**src/sv/eba_pkg.sv**
```systemverilog
// ----------------------------------------------------------------------------
// eba_pkg
// shared types, opcode codes and stack index helpers for the 8-bit alu core
// ----------------------------------------------------------------------------
package eba_pkg;

  localparam int STACK_DEPTH = 256;

  // opcode groups (upper nibble)
  localparam logic [3:0] OPG_FLAG  = 4'h0;
  localparam logic [3:0] OPG_ROT   = 4'h1;
  localparam logic [3:0] OPG_INC   = 4'h2;
  localparam logic [3:0] OPG_STACK = 4'h3;
  localparam logic [3:0] OPG_MOVE  = 4'h6;
  localparam logic [3:0] OPG_ADD   = 4'h8;
  localparam logic [3:0] OPG_SUB   = 4'h9;
  localparam logic [3:0] OPG_PUSH  = 4'hB;
  localparam logic [3:0] OPG_SETZ  = 4'hD;

  // full opcodes
  localparam logic [7:0] OP_CLC  = 8'h05;
  localparam logic [7:0] OP_CLN  = 8'h06;
  localparam logic [7:0] OP_CLZ  = 8'h07;
  localparam logic [7:0] OP_CLV  = 8'h08;
  localparam logic [7:0] OP_SEZ0 = 8'hD0;
  localparam logic [7:0] OP_SEZ1 = 8'hD5;
  localparam logic [7:0] OP_SEZ2 = 8'hDA;
  localparam logic [7:0] OP_SEZ3 = 8'hDF;

  // low two bits within a group
  localparam logic [1:0] SUB_ROL = 2'd0;
  localparam logic [1:0] SUB_ROR = 2'd1;
  localparam logic [1:0] SUB_ADI = 2'd2;
  localparam logic [1:0] SUB_SBI = 2'd3;
  localparam logic [1:0] SUB_INC = 2'd0;
  localparam logic [1:0] SUB_DEC = 2'd1;
  localparam logic [1:0] SUB_POP = 2'd0;
  localparam logic [1:0] SUB_TOP = 2'd1;

  // flag bit positions
  localparam int FLAG_Z = 0;
  localparam int FLAG_N = 1;
  localparam int FLAG_C = 2;
  localparam int FLAG_V = 3;

  typedef struct packed {
    logic [3:0][7:0] gpr;
    logic [3:0]      flags;
    logic [7:0]      sp;
  } arch_t;

  typedef struct packed {
    logic       en;
    logic [7:0] data;
  } stk_wr_t;

  // stack index tracks sp modulo depth
  function automatic logic [7:0] idx_inc(input logic [7:0] sp, input logic [7:0] idx,
                                         input logic [7:0] last);
    logic [7:0] r;
    if (sp == 8'hFF || idx == last) r = 8'd0;
    else r = idx + 8'd1;
    return r;
  endfunction

  function automatic logic [7:0] idx_dec(input logic [7:0] sp, input logic [7:0] idx,
                                         input logic [7:0] last, input logic [7:0] wrap);
    logic [7:0] r;
    if (sp == 8'h00) r = wrap;
    else if (idx == 8'd0) r = last;
    else r = idx - 8'd1;
    return r;
  endfunction

endpackage

```
**src/sv/eba_ram.sv**
```systemverilog
// ----------------------------------------------------------------------------
// eba_ram
// generic single write port, single read port ram with registered read
// ----------------------------------------------------------------------------
module eba_ram #(
  parameter int WIDTH = 8,
  parameter int DEPTH = 256
) (
  input  logic                     clk,
  input  logic                     wr_en,
  input  logic [$clog2(DEPTH)-1:0] wr_addr,
  input  logic [WIDTH-1:0]         wr_data,
  input  logic                     rd_en,
  input  logic [$clog2(DEPTH)-1:0] rd_addr,
  output logic [WIDTH-1:0]         rd_data
);

  logic [WIDTH-1:0] mem [DEPTH];
  logic [WIDTH-1:0] rd_data_r;

  always_ff @(posedge clk) begin
    if (wr_en) begin
      mem[wr_addr] <= wr_data;
    end
    if (rd_en) begin
      rd_data_r <= mem[rd_addr];
    end
  end

  assign rd_data = rd_data_r;

endmodule

```
**src/sv/eba_exec.sv**
```systemverilog
// ----------------------------------------------------------------------------
// eba_exec
// single pass instruction execute: next register, flag and stack state
// ----------------------------------------------------------------------------
module eba_exec #(
  parameter int STACK_DEPTH = eba_pkg::STACK_DEPTH
) (
  input  logic [7:0]                     opcode,
  input  logic [7:0]                     imm,
  input  eba_pkg::arch_t                 cur,
  input  logic [$clog2(STACK_DEPTH)-1:0] idx,
  input  logic [7:0]                     stk_data,
  output eba_pkg::arch_t                 nxt,
  output logic [$clog2(STACK_DEPTH)-1:0] idx_nxt,
  output eba_pkg::stk_wr_t               stk_wr
);

  localparam int         IDX_W    = $clog2(STACK_DEPTH);
  localparam logic [7:0] IDX_LAST = 8'(STACK_DEPTH - 1);
  localparam logic [7:0] IDX_WRAP = 8'(255 % STACK_DEPTH);

  logic [3:0] hi;
  logic [1:0] lo2;
  logic [1:0] mid2;
  logic [7:0] sel;
  logic [7:0] src;
  logic [7:0] res;
  logic [7:0] idx8;
  logic [7:0] idx8_nxt;

  assign hi   = opcode[7:4];
  assign lo2  = opcode[1:0];
  assign mid2 = opcode[3:2];
  assign sel  = cur.gpr[mid2];
  assign src  = cur.gpr[lo2];
  assign idx8 = 8'(idx);
  assign res  = (hi == eba_pkg::OPG_ADD) ? sel + src : sel - src;

  always_comb begin
    nxt      = cur;
    idx8_nxt = idx8;
    stk_wr   = '0;
    case (hi)
      eba_pkg::OPG_FLAG: begin
        case (opcode)
          eba_pkg::OP_CLC: nxt.flags[eba_pkg::FLAG_C] = 1'b0;
          eba_pkg::OP_CLN: nxt.flags[eba_pkg::FLAG_N] = 1'b0;
          eba_pkg::OP_CLZ: nxt.flags[eba_pkg::FLAG_Z] = 1'b0;
          eba_pkg::OP_CLV: nxt.flags[eba_pkg::FLAG_V] = 1'b0;
          default: ;
        endcase
      end
      eba_pkg::OPG_ROT: begin
        case (lo2)
          eba_pkg::SUB_ROL: nxt.gpr[mid2] = {sel[6:0], sel[7]};
          eba_pkg::SUB_ROR: nxt.gpr[mid2] = {sel[0], sel[7:1]};
          eba_pkg::SUB_ADI: nxt.gpr[mid2] = sel + imm;
          default:          nxt.gpr[mid2] = sel - imm;
        endcase
      end
      eba_pkg::OPG_INC: begin
        if (lo2 == eba_pkg::SUB_INC) begin
          nxt.gpr[mid2] = sel + 8'd1;
        end else if (lo2 == eba_pkg::SUB_DEC) begin
          nxt.gpr[mid2] = sel - 8'd1;
        end
      end
      eba_pkg::OPG_STACK: begin
        if (lo2 == eba_pkg::SUB_POP) begin
          nxt.sp        = cur.sp - 8'd1;
          idx8_nxt      = eba_pkg::idx_dec(cur.sp, idx8, IDX_LAST, IDX_WRAP);
          nxt.gpr[mid2] = stk_data;
        end else if (lo2 == eba_pkg::SUB_TOP) begin
          nxt.gpr[mid2] = stk_data;
        end
      end
      eba_pkg::OPG_MOVE: begin
        if (lo2 != mid2) begin
          nxt.gpr[lo2] = sel;
        end
      end
      eba_pkg::OPG_ADD, eba_pkg::OPG_SUB: begin
        nxt.gpr[mid2]               = res;
        nxt.flags[eba_pkg::FLAG_Z] = (res == 8'd0);
        nxt.flags[eba_pkg::FLAG_N] = (res != 8'd0);
      end
      eba_pkg::OPG_PUSH: begin
        if (mid2 == 2'd0) begin
          stk_wr.en   = 1'b1;
          stk_wr.data = src;
          nxt.sp      = cur.sp + 8'd1;
          idx8_nxt    = eba_pkg::idx_inc(cur.sp, idx8, IDX_LAST);
        end
      end
      eba_pkg::OPG_SETZ: begin
        if (opcode == eba_pkg::OP_SEZ0 || opcode == eba_pkg::OP_SEZ1 ||
            opcode == eba_pkg::OP_SEZ2 || opcode == eba_pkg::OP_SEZ3) begin
          nxt.flags[eba_pkg::FLAG_Z] = 1'b1;
        end
      end
      default: ;
    endcase
  end

  assign idx_nxt = idx8_nxt[IDX_W-1:0];

endmodule

```
**src/sv/eight_bit_register_alu_execute_core.sv**
```systemverilog
// ----------------------------------------------------------------------------
// eight_bit_register_alu_execute_core
// 8-bit register alu execute stage with four registers, flags and a stack
// ----------------------------------------------------------------------------
// usage
//   in channel: in_opcode and in_immediate_byte, valid/ready handshake
//   out channel: registers a, b, x, y, flags and stack pointer after each item
//   flow: an accepted item waits in the input register and executes into the
//     result registers once the output side is free; its result is then valid
//   throughput: one item per cycle while out_ready stays high, set by the single
//     execute stage and the one stack ram read started when an item is accepted
//   stack: ram of STACK_DEPTH bytes, a push of the previous item is forwarded
//     to a pop that follows it directly
//   reset: registers, flags and pointer go to zero, the stack reads as zero
//     until written (per-entry valid bits), no clearing pass
//   stall: while out_ready is low the result holds, one more item waits in
//     the input register, then in_ready drops
// ----------------------------------------------------------------------------
module eight_bit_register_alu_execute_core #(
  parameter int STACK_DEPTH = eba_pkg::STACK_DEPTH
) (
  input  logic       clk,
  input  logic       rst_n,
  input  logic       in_valid,
  output logic       in_ready,
  input  logic [7:0] in_opcode,
  input  logic [7:0] in_immediate_byte,
  output logic       out_valid,
  input  logic       out_ready,
  output logic [7:0] out_acc_a,
  output logic [7:0] out_acc_b,
  output logic [7:0] out_index_x,
  output logic [7:0] out_index_y,
  output logic [3:0] out_status_flags,
  output logic [7:0] out_stack_level
);

  localparam int         IDX_W    = $clog2(STACK_DEPTH);
  localparam logic [7:0] IDX_LAST = 8'(STACK_DEPTH - 1);
  localparam logic [7:0] IDX_WRAP = 8'(255 % STACK_DEPTH);

  logic                   s1_vld_r;
  logic [7:0]             op_r;
  logic [7:0]             imm_r;
  logic                   out_vld_r;
  eba_pkg::arch_t         arch_r;
  eba_pkg::arch_t         arch_nxt;
  eba_pkg::arch_t         base;
  logic [IDX_W-1:0]       idx_r;
  logic [IDX_W-1:0]       idx_nxt;
  logic [IDX_W-1:0]       base_idx;
  logic [STACK_DEPTH-1:0] ent_vld_r;
  logic                   fwd_r;
  logic [7:0]             fwd_data_r;
  logic                   rd_vld_r;
  eba_pkg::stk_wr_t       stk_wr;
  logic                   exec_fire;
  logic                   in_fire;
  logic [7:0]             rd_idx8;
  logic [IDX_W-1:0]       rd_addr;
  logic                   wr_hit;
  logic [7:0]             ram_rdata;
  logic [7:0]             stk_data;

  assign exec_fire = s1_vld_r && (!out_vld_r || out_ready);
  assign in_ready  = !s1_vld_r || exec_fire;
  assign in_fire   = in_valid && in_ready;

  // read address for the incoming item, from the state the previous one leaves
  assign base     = exec_fire ? arch_nxt : arch_r;
  assign base_idx = exec_fire ? idx_nxt : idx_r;
  assign rd_idx8  = (in_opcode[7:4] == eba_pkg::OPG_STACK &&
                     in_opcode[1:0] == eba_pkg::SUB_POP) ?
                    eba_pkg::idx_dec(base.sp, 8'(base_idx), IDX_LAST, IDX_WRAP) :
                    8'(base_idx);
  assign rd_addr  = rd_idx8[IDX_W-1:0];
  assign wr_hit   = exec_fire && stk_wr.en && (idx_r == rd_addr);

  assign stk_data = fwd_r ? fwd_data_r : (rd_vld_r ? ram_rdata : 8'd0);

  eba_ram #(
    .WIDTH (8),
    .DEPTH (STACK_DEPTH)
  ) u_stack (
    .clk     (clk),
    .wr_en   (exec_fire && stk_wr.en),
    .wr_addr (idx_r),
    .wr_data (stk_wr.data),
    .rd_en   (in_fire),
    .rd_addr (rd_addr),
    .rd_data (ram_rdata)
  );

  eba_exec #(
    .STACK_DEPTH (STACK_DEPTH)
  ) u_exec (
    .opcode   (op_r),
    .imm      (imm_r),
    .cur      (arch_r),
    .idx      (idx_r),
    .stk_data (stk_data),
    .nxt      (arch_nxt),
    .idx_nxt  (idx_nxt),
    .stk_wr   (stk_wr)
  );

  always_ff @(posedge clk) begin
    if (!rst_n) begin
      s1_vld_r  <= 1'b0;
      out_vld_r <= 1'b0;
      arch_r    <= '0;
      idx_r     <= '0;
      ent_vld_r <= '0;
      fwd_r     <= 1'b0;
      rd_vld_r  <= 1'b0;
    end else begin
      if (in_fire) begin
        s1_vld_r <= 1'b1;
        fwd_r    <= wr_hit;
        rd_vld_r <= ent_vld_r[rd_addr];
      end else if (exec_fire) begin
        s1_vld_r <= 1'b0;
      end
      if (exec_fire) begin
        out_vld_r <= 1'b1;
        arch_r    <= arch_nxt;
        idx_r     <= idx_nxt;
        if (stk_wr.en) begin
          ent_vld_r[idx_r] <= 1'b1;
        end
      end else if (out_ready) begin
        out_vld_r <= 1'b0;
      end
    end
  end

  // item payload
  always_ff @(posedge clk) begin
    if (in_fire) begin
      op_r       <= in_opcode;
      imm_r      <= in_immediate_byte;
      fwd_data_r <= stk_wr.data;
    end
  end

  assign out_valid        = out_vld_r;
  assign out_acc_a        = arch_r.gpr[0];
  assign out_acc_b        = arch_r.gpr[1];
  assign out_index_x      = arch_r.gpr[2];
  assign out_index_y      = arch_r.gpr[3];
  assign out_status_flags = arch_r.flags;
  assign out_stack_level  = arch_r.sp;

endmodule

```
**config.mk**
```make
export PLATFORM = sky130hd
export DESIGN_NAME = eight_bit_register_alu_execute_core
export DESIGN_NICKNAME = d
export VERILOG_FILES = /design/src/sv/eba_pkg.sv /design/src/sv/eba_ram.sv /design/src/sv/eba_exec.sv /design/src/sv/eight_bit_register_alu_execute_core.sv
export SDC_FILE = /design/constraint.sdc
export NUM_CORES = 2
export LEC_CHECK = 0
export ABC_AREA = 1
export BUFFER_PORTS_ARGS = -buffer_cell sky130_fd_sc_hd__buf_2
export CAP_MARGIN = 15
export CORE_MARGIN = 5
export CORE_UTILIZATION = 55
export DETAILED_ROUTE_END_ITERATION = 10
export GPL_ROUTABILITY_DRIVEN = 0
export HOLD_SLACK_MARGIN = 0.15
export PLACE_DENSITY = 0.71
export SYNTH_ARGS = -nofsm -noshare
export SYNTH_HDL_FRONTEND = slang
export SYNTH_SLANG_ARGS = --single-unit
```
**constraint.sdc**
```tcl
create_clock -name clk -period 26.1 [get_ports clk]
set_clock_uncertainty 0.1 [all_clocks]
set_input_delay 1.305 -clock clk [delete_from_list [all_inputs] [get_ports clk]]
set_output_delay 1.305 -clock clk [all_outputs]
set_load 0.05 [all_outputs]
```
[After elaboration in Yosys (flattened, before gate mapping)]
Memories as Yosys holds them, arrays and structs flattened. A register that Yosys moved wholly into a read port is not among the register bits.
Index checks and enable logic that the tools add are counted.
Storage, ports and cells
  input bits: 20
  bits in writable memories: 2048
  logic and storage cells: 157
  output and inout bits: 46
  register bits after elaboration: 334
  memories kept: 1
Memory list
  u_stack.mem: words 256, bits a word 8, read ports 1, clocked after memory_dff 1, write ports 1, line eba_ram.sv:18  | logic [WIDTH-1:0] mem [DEPTH];
Operators by class
  eq/ne operators: 27
  $lt $le $gt $ge: 7
  reductions and logical operators: 36
  bitwise logic cells: 1
  $add $sub $neg: 11
  muxes and demuxes: 58
Operators with widths (count)
  32-bit bitwise mux: 9
  256-bit bitwise OR: 1
  32-bit 2-to-1 mux: 5
  32-bit one-hot mux with 5 select lines: 1
  8-bit 2-to-1 mux: 19
  32-bit one-hot mux with 3 select lines: 1
  8-bit == test (second input constant): 6
  8-bit logical NOT: 5
  8-bit binary-select mux with 2-bit select: 2
  8-bit demux with 2-bit select: 2
  8-bit one-hot mux with 2 select lines: 2
  8-bit by 1-bit subtractor with 8-bit output (second input constant): 4
  8-bit by 1-bit adder with 8-bit output (second input constant): 3
  8-bit by 9-bit less-than comparator with 1-bit output (second input constant): 2
  9-bit 2-to-1 mux: 2
  8-bit adder: 2
  4-bit == test (second input constant): 4
  8-bit by 3-bit == test with 1-bit output (second input constant): 2
  8-bit subtractor: 2
  4-bit by 2-bit == test with 1-bit output (second input constant): 3
  1-bit 2-to-1 mux: 11
  1-bit binary-select mux with 8-bit select: 1
  1-bit demux with 8-bit select: 1
  8-bit == test: 1
  27 further kinds: 49

[Longest topological paths before layout]
  depth after elaboration: 12
  gate-level depth with buffers: 30
  mapped depth without buffers: 29

[By module]
Synthesis repeated with hierarchy kept, for this count alone.
Second synthesis, totals
  cell total of the unflattened synthesis: 10628
  area, all modules: 105814.0 sq um
By module, submodules not included
  eba_ram: area each 83476.3 sq um, seq. area each 61739.2 sq um, cells each 7003, times used 1
  eight_bit_register_alu_execute_core: area each 14779.2 sq um, seq. area each 6966.7 sq um, cells each 2061, times used 1
  eba_exec: area each 7558.5 sq um, seq. area each 0.0 sq um, cells each 1564, times used 1

[Worst setup path before layout]
OpenSTA, ideal clock, no wires.
  path kind: reg-to-reg
  from: register op_r[1]
  to: register fwd_data_r[6], data pin
  stages on the path, launching flop included: 8
  path buffers: 1
  setup slack: 17.098 ns
  setup time: 1.398 ns
  data required time: 24.602 ns
  period minus slack after synthesis: 9.002 ns
  arrival: 7.504 ns
  path through: edfxtp_1 -> inv_2 -> nand2_1 -> clkbuf_1 -> clkinv_1 -> a22oi_1 -> o221ai_1 -> nor2_1
RTL lines
  start: declaration: line eight_bit_register_alu_execute_core.sv:43  | logic [7:0] op_r;
  start signal: assignment: line eight_bit_register_alu_execute_core.sv:140  | op_r <= in_opcode;
  end signal: assignment: line eight_bit_register_alu_execute_core.sv:142  | fwd_data_r <= stk_wr.data;
  end: declaration: line eight_bit_register_alu_execute_core.sv:54  | logic [7:0] fwd_data_r;

[Worst setup path in the final report]
  from: register op_r[4]
  to: register u_stack.rd_data_r[0] (netlist: u_stack.rd_data[0]) (read register of u_stack.mem), data pin
Between the ends
  cells in the longest elaborated chain, start to end: 7
  elaborated cells between the ends (all ways): 12
RTL lines
  4-bit == test / 4-bit by 2-bit == test with 1-bit output (equally long branches): line eba_exec.sv:43  | case (hi)
  8-bit one-hot mux with 2 select lines: line eba_exec.sv:43
  8-bit 2-to-1 mux
  8-bit by 1-bit subtractor with 8-bit output / 8-bit logical NOT (equally long branches): line eba_pkg.sv:71, eba_pkg.sv:70
  8-bit 2-to-1 mux: line eba_pkg.sv:70  | else if (idx == 8'd0) r = last;
  8-bit 2-to-1 mux: line eba_pkg.sv:69  | if (sp == 8'h00) r = wrap;
  8-bit 2-to-1 mux *: line eight_bit_register_alu_execute_core.sv:73  | in_opcode[1:0] == eba_pkg::SUB_POP) ?
  end: declaration: line eba_ram.sv:19  | logic [WIDTH-1:0] rd_data_r;
Every way passes the cells marked *; elsewhere a longest branch is shown, timed or not.
A chain may end at the register's enable or synchronous reset.

==> impl_metrics.ini <==
[sta]
fmax_ghz = 0.1163
setup_viol = 0
slew_viol_final = 0
period_minus_slack_ps = 8599
slew_headroom_pct = 17.06
tns_ps = 0
hold_viol = 0
grt_setup_unrepaired = false
worst_pin_slew_ps = 1242
period_share_pct = 32.95

[cts]
hold_buffers = 0
cts_tree = done
post_cts_buffers = 0
path_clk_slew_ps = 60
cts_sinks = 2390
clock_path_buffers = 3
clockRootBuffer = clkbuf_16
cts_max_level = 4
cts_resized = 0
insertion_delay_ps = 870
numCtsBuffers = 229

[layout]
fin_area_sq_um = 112200
final_nets = 9974
syn_to_final_growth_pct = 8.669
layout-drive-gt1-share_pct = 5.918
stdcell_count = 12630
fin_util_pct = 59.91

[global_route]
grt_pass1_wl_microns = 453000
use_met3_pct = 6.911
grt_antenna_before_repair = 11
top_usage_layer = met2
grt_max_degree = 269
grt_pass1_vias = 73280
gr-total-overflow = 0
grt_use_met1_pct = 40.51
use_met2_pct = 45.84
grt_use_total_pct = 29.99

[floorplan]
row_count = 159
die_x_microns = 443.2
fp.coreArea_sq_um = 187200
io_pins = 66
die_area_sq_um = 196400
fp.dieH_microns = 443.2
start_util_pct = 55.13

[route]
wirelength_microns = 302500
wl_per_cell_microns = 23.95
drt_iter0_markers = 11320
drcViolationCount = 0
ant_nets = 0
vias_per_cell = 6.105
vias = 77090
drtPass1Iterations = 10

[logic_synthesis]
ys_seq_area_share_pct = 66.53
synth.most_common_cell = nand2_1
async_flop_share_pct = 0
avgSynthCellArea_sq_um = 10.16
ys_seq_elements = 2390
synth_cells = 10160
ys.flop_type = edfxtp_1
ys_warn_count = 0
synth.top_cells.by_area = edfxtp_1 61%, nand2_1 11%, nand3_1 10%
yosys.area.top_type = edfxtp_1
synth_top_area_share_pct = 60.52
synth-edff-count = 2080
netlist_top_cells_count = 3110 x nand2_1, 2080 x edfxtp_1, 2077 x nand3_1
ys_types = 67
syn_area_sq_um = 103200

[pwr]
max-vdd-ir-drop_mv = 0.09088
p_leak_uw = 0.04176
power_density_nw_per_um2 = 69.71

[critical_path]
worstSetupStartpoint = op_r[4]
arrival_ps = 9230
critPathSlowestCell = inv_16
r2r_cells = 24
r2r_slack_ps = 17500
r2r-end = u_stack.rd_data[0]
cpMostUsedCell = nand3_1
start_kind = flop
worstPathCellList = nand2_2, nor2_2, nand2_1, nand3_1, nand3_1, nand2_1, clkinv_1, nand2_1, nor2_2, nand4_4, nand2_8, inv_16, buf_4, buf_4, nand2_1, nand3_1, nand3_1, nand2_1, nand2_1, nand3_1, nand3_1, nand3_1, nand3_1, nand2_1
endpoint = u_stack.rd_data[0]
r2r-start = op_r[4]
endpoint_kind = flop
max_stage_delay_ps = 940
critical_path_class = reg -> reg
cp_max_fo = 268
required_ps = 26740

[flow_run]
cap_violations = 0

[placed_design]
port_buffers = 63
hpwlAfterDp_microns = 170300
place_area_sq_um = 104500
place_inst = 12180

[worst_hold_path]
hold_class = reg -> reg

[outcome]
status = finished, final reports clean
logic make-up after synthesis:
group / Yosys count / share of synthesized area, %
AO/OA/AOI/OAI: 468 / 2.663
buffers and inverters: 957 / 4.239
other: 1 / 0.003633
flip-flops: 2390 / 66.53
AND/OR/NAND/NOR: 6273 / 25.79
adder cells (fa/ha/maj): 38 / 0.4825
XOR/XNOR: 34 / 0.2885
how the worst min path moves through the flow:
| stage | from | slack, ps | end | cells past startpoint |
|---|---|---|---|---|
| floorplan | ent_vld_r[100] | 330 | ent_vld_r[100] | 2 |
| global placement | ent_vld_r[210] | 340 | ent_vld_r[210] | 2 |
| detailed placement | ent_vld_r[232] | 350 | ent_vld_r[232] | 2 |
| CTS | ent_vld_r[56] | 370 | ent_vld_r[56] | 2 |
| global route | ent_vld_r[76] | 380 | ent_vld_r[76] | 2 |
| finish | ent_vld_r[28] | 360 | ent_vld_r[28] | 2 |
placed cells by master (no fill, tap or decap), types with 12 or more instances in the layout:
cell,instances
a21oi_1,154
buf_2,63
ha_1,35
o21ai_0,161
nand2_1,3108
o211ai_1,43
o22ai_1,17
nand3b_1,57
clkbuf_16,230
a31oi_1,12
nand3_1,2076
edfxtp_1,2080
clkbuf_1,56
nand4_1,18
clkbuf_8,31
o221ai_1,13
xor2_1,28
clkinv_1,53
nor2_1,935
dfxtp_1,310
inv_2,32
buf_12,13
clkinv_2,42
inv_1,261
diode_2,12
bufinv_16,17
buf_4,93
nor3_1,27
flip-flops by register name, summed over array words and instances, names as in the netlist, named ones only:
signal            cells
ent_vld_r           256
fwd_data_r            8
fwd_r                 1
idx_r                 8
imm_r                 8
op_r                  8
out_stack_level       8
out_status_flags      2
out_valid             1
rd_vld_r              1
s1_vld_r              1
u_stack.mem        2048
u_stack.rd_data       8
layer usage:
metal / up-vias / part of all wire [%]
met5: - / 0.036
met4: 16 / 5.8
met3: 913 / 12
met2: 4935 / 45
met1: 36800 / 37
li1: 34430 / -
critical path: cells and delay by family (launching register included):
family / cells / cell delay, ps
AND/OR/NAND/NOR: 20 / 4540
buffers and inverters: 4 / 2730
flip-flops: 1 / 550
final cells by class:
class	count	area, sq um
Antenna cell	12	30.03
Sequential cell	2390	68670
Clock inverter	120	1170
Tap cell	2495	3122
Multi-Input combinational cell	6815	30300
Timing Repair Buffer	169	1274
Fill cell	14980	75050
Inverter	311	1199
Clock buffer	317	6392
metrics by stage:
stage	setup WS, ps	hold slack, ps	total power [uW]
after global placement	17880	339.8	4555
after floorplan	17100	331.1	4435
after global routing	17140	382.8	8034
after detailed placement	17830	350.5	4560
final	17500	362.3	7818
after CTS	17830	365.7	7827
report_power, final:
group          switching (uW)  internal (uW)  total (uW)
Clock                    1440           1880        3320
Sequential               11.8           4100        4110
Combinational             289           89.8         379
Total                    1750           6070        7820
(Power assumes the default switching activity.)
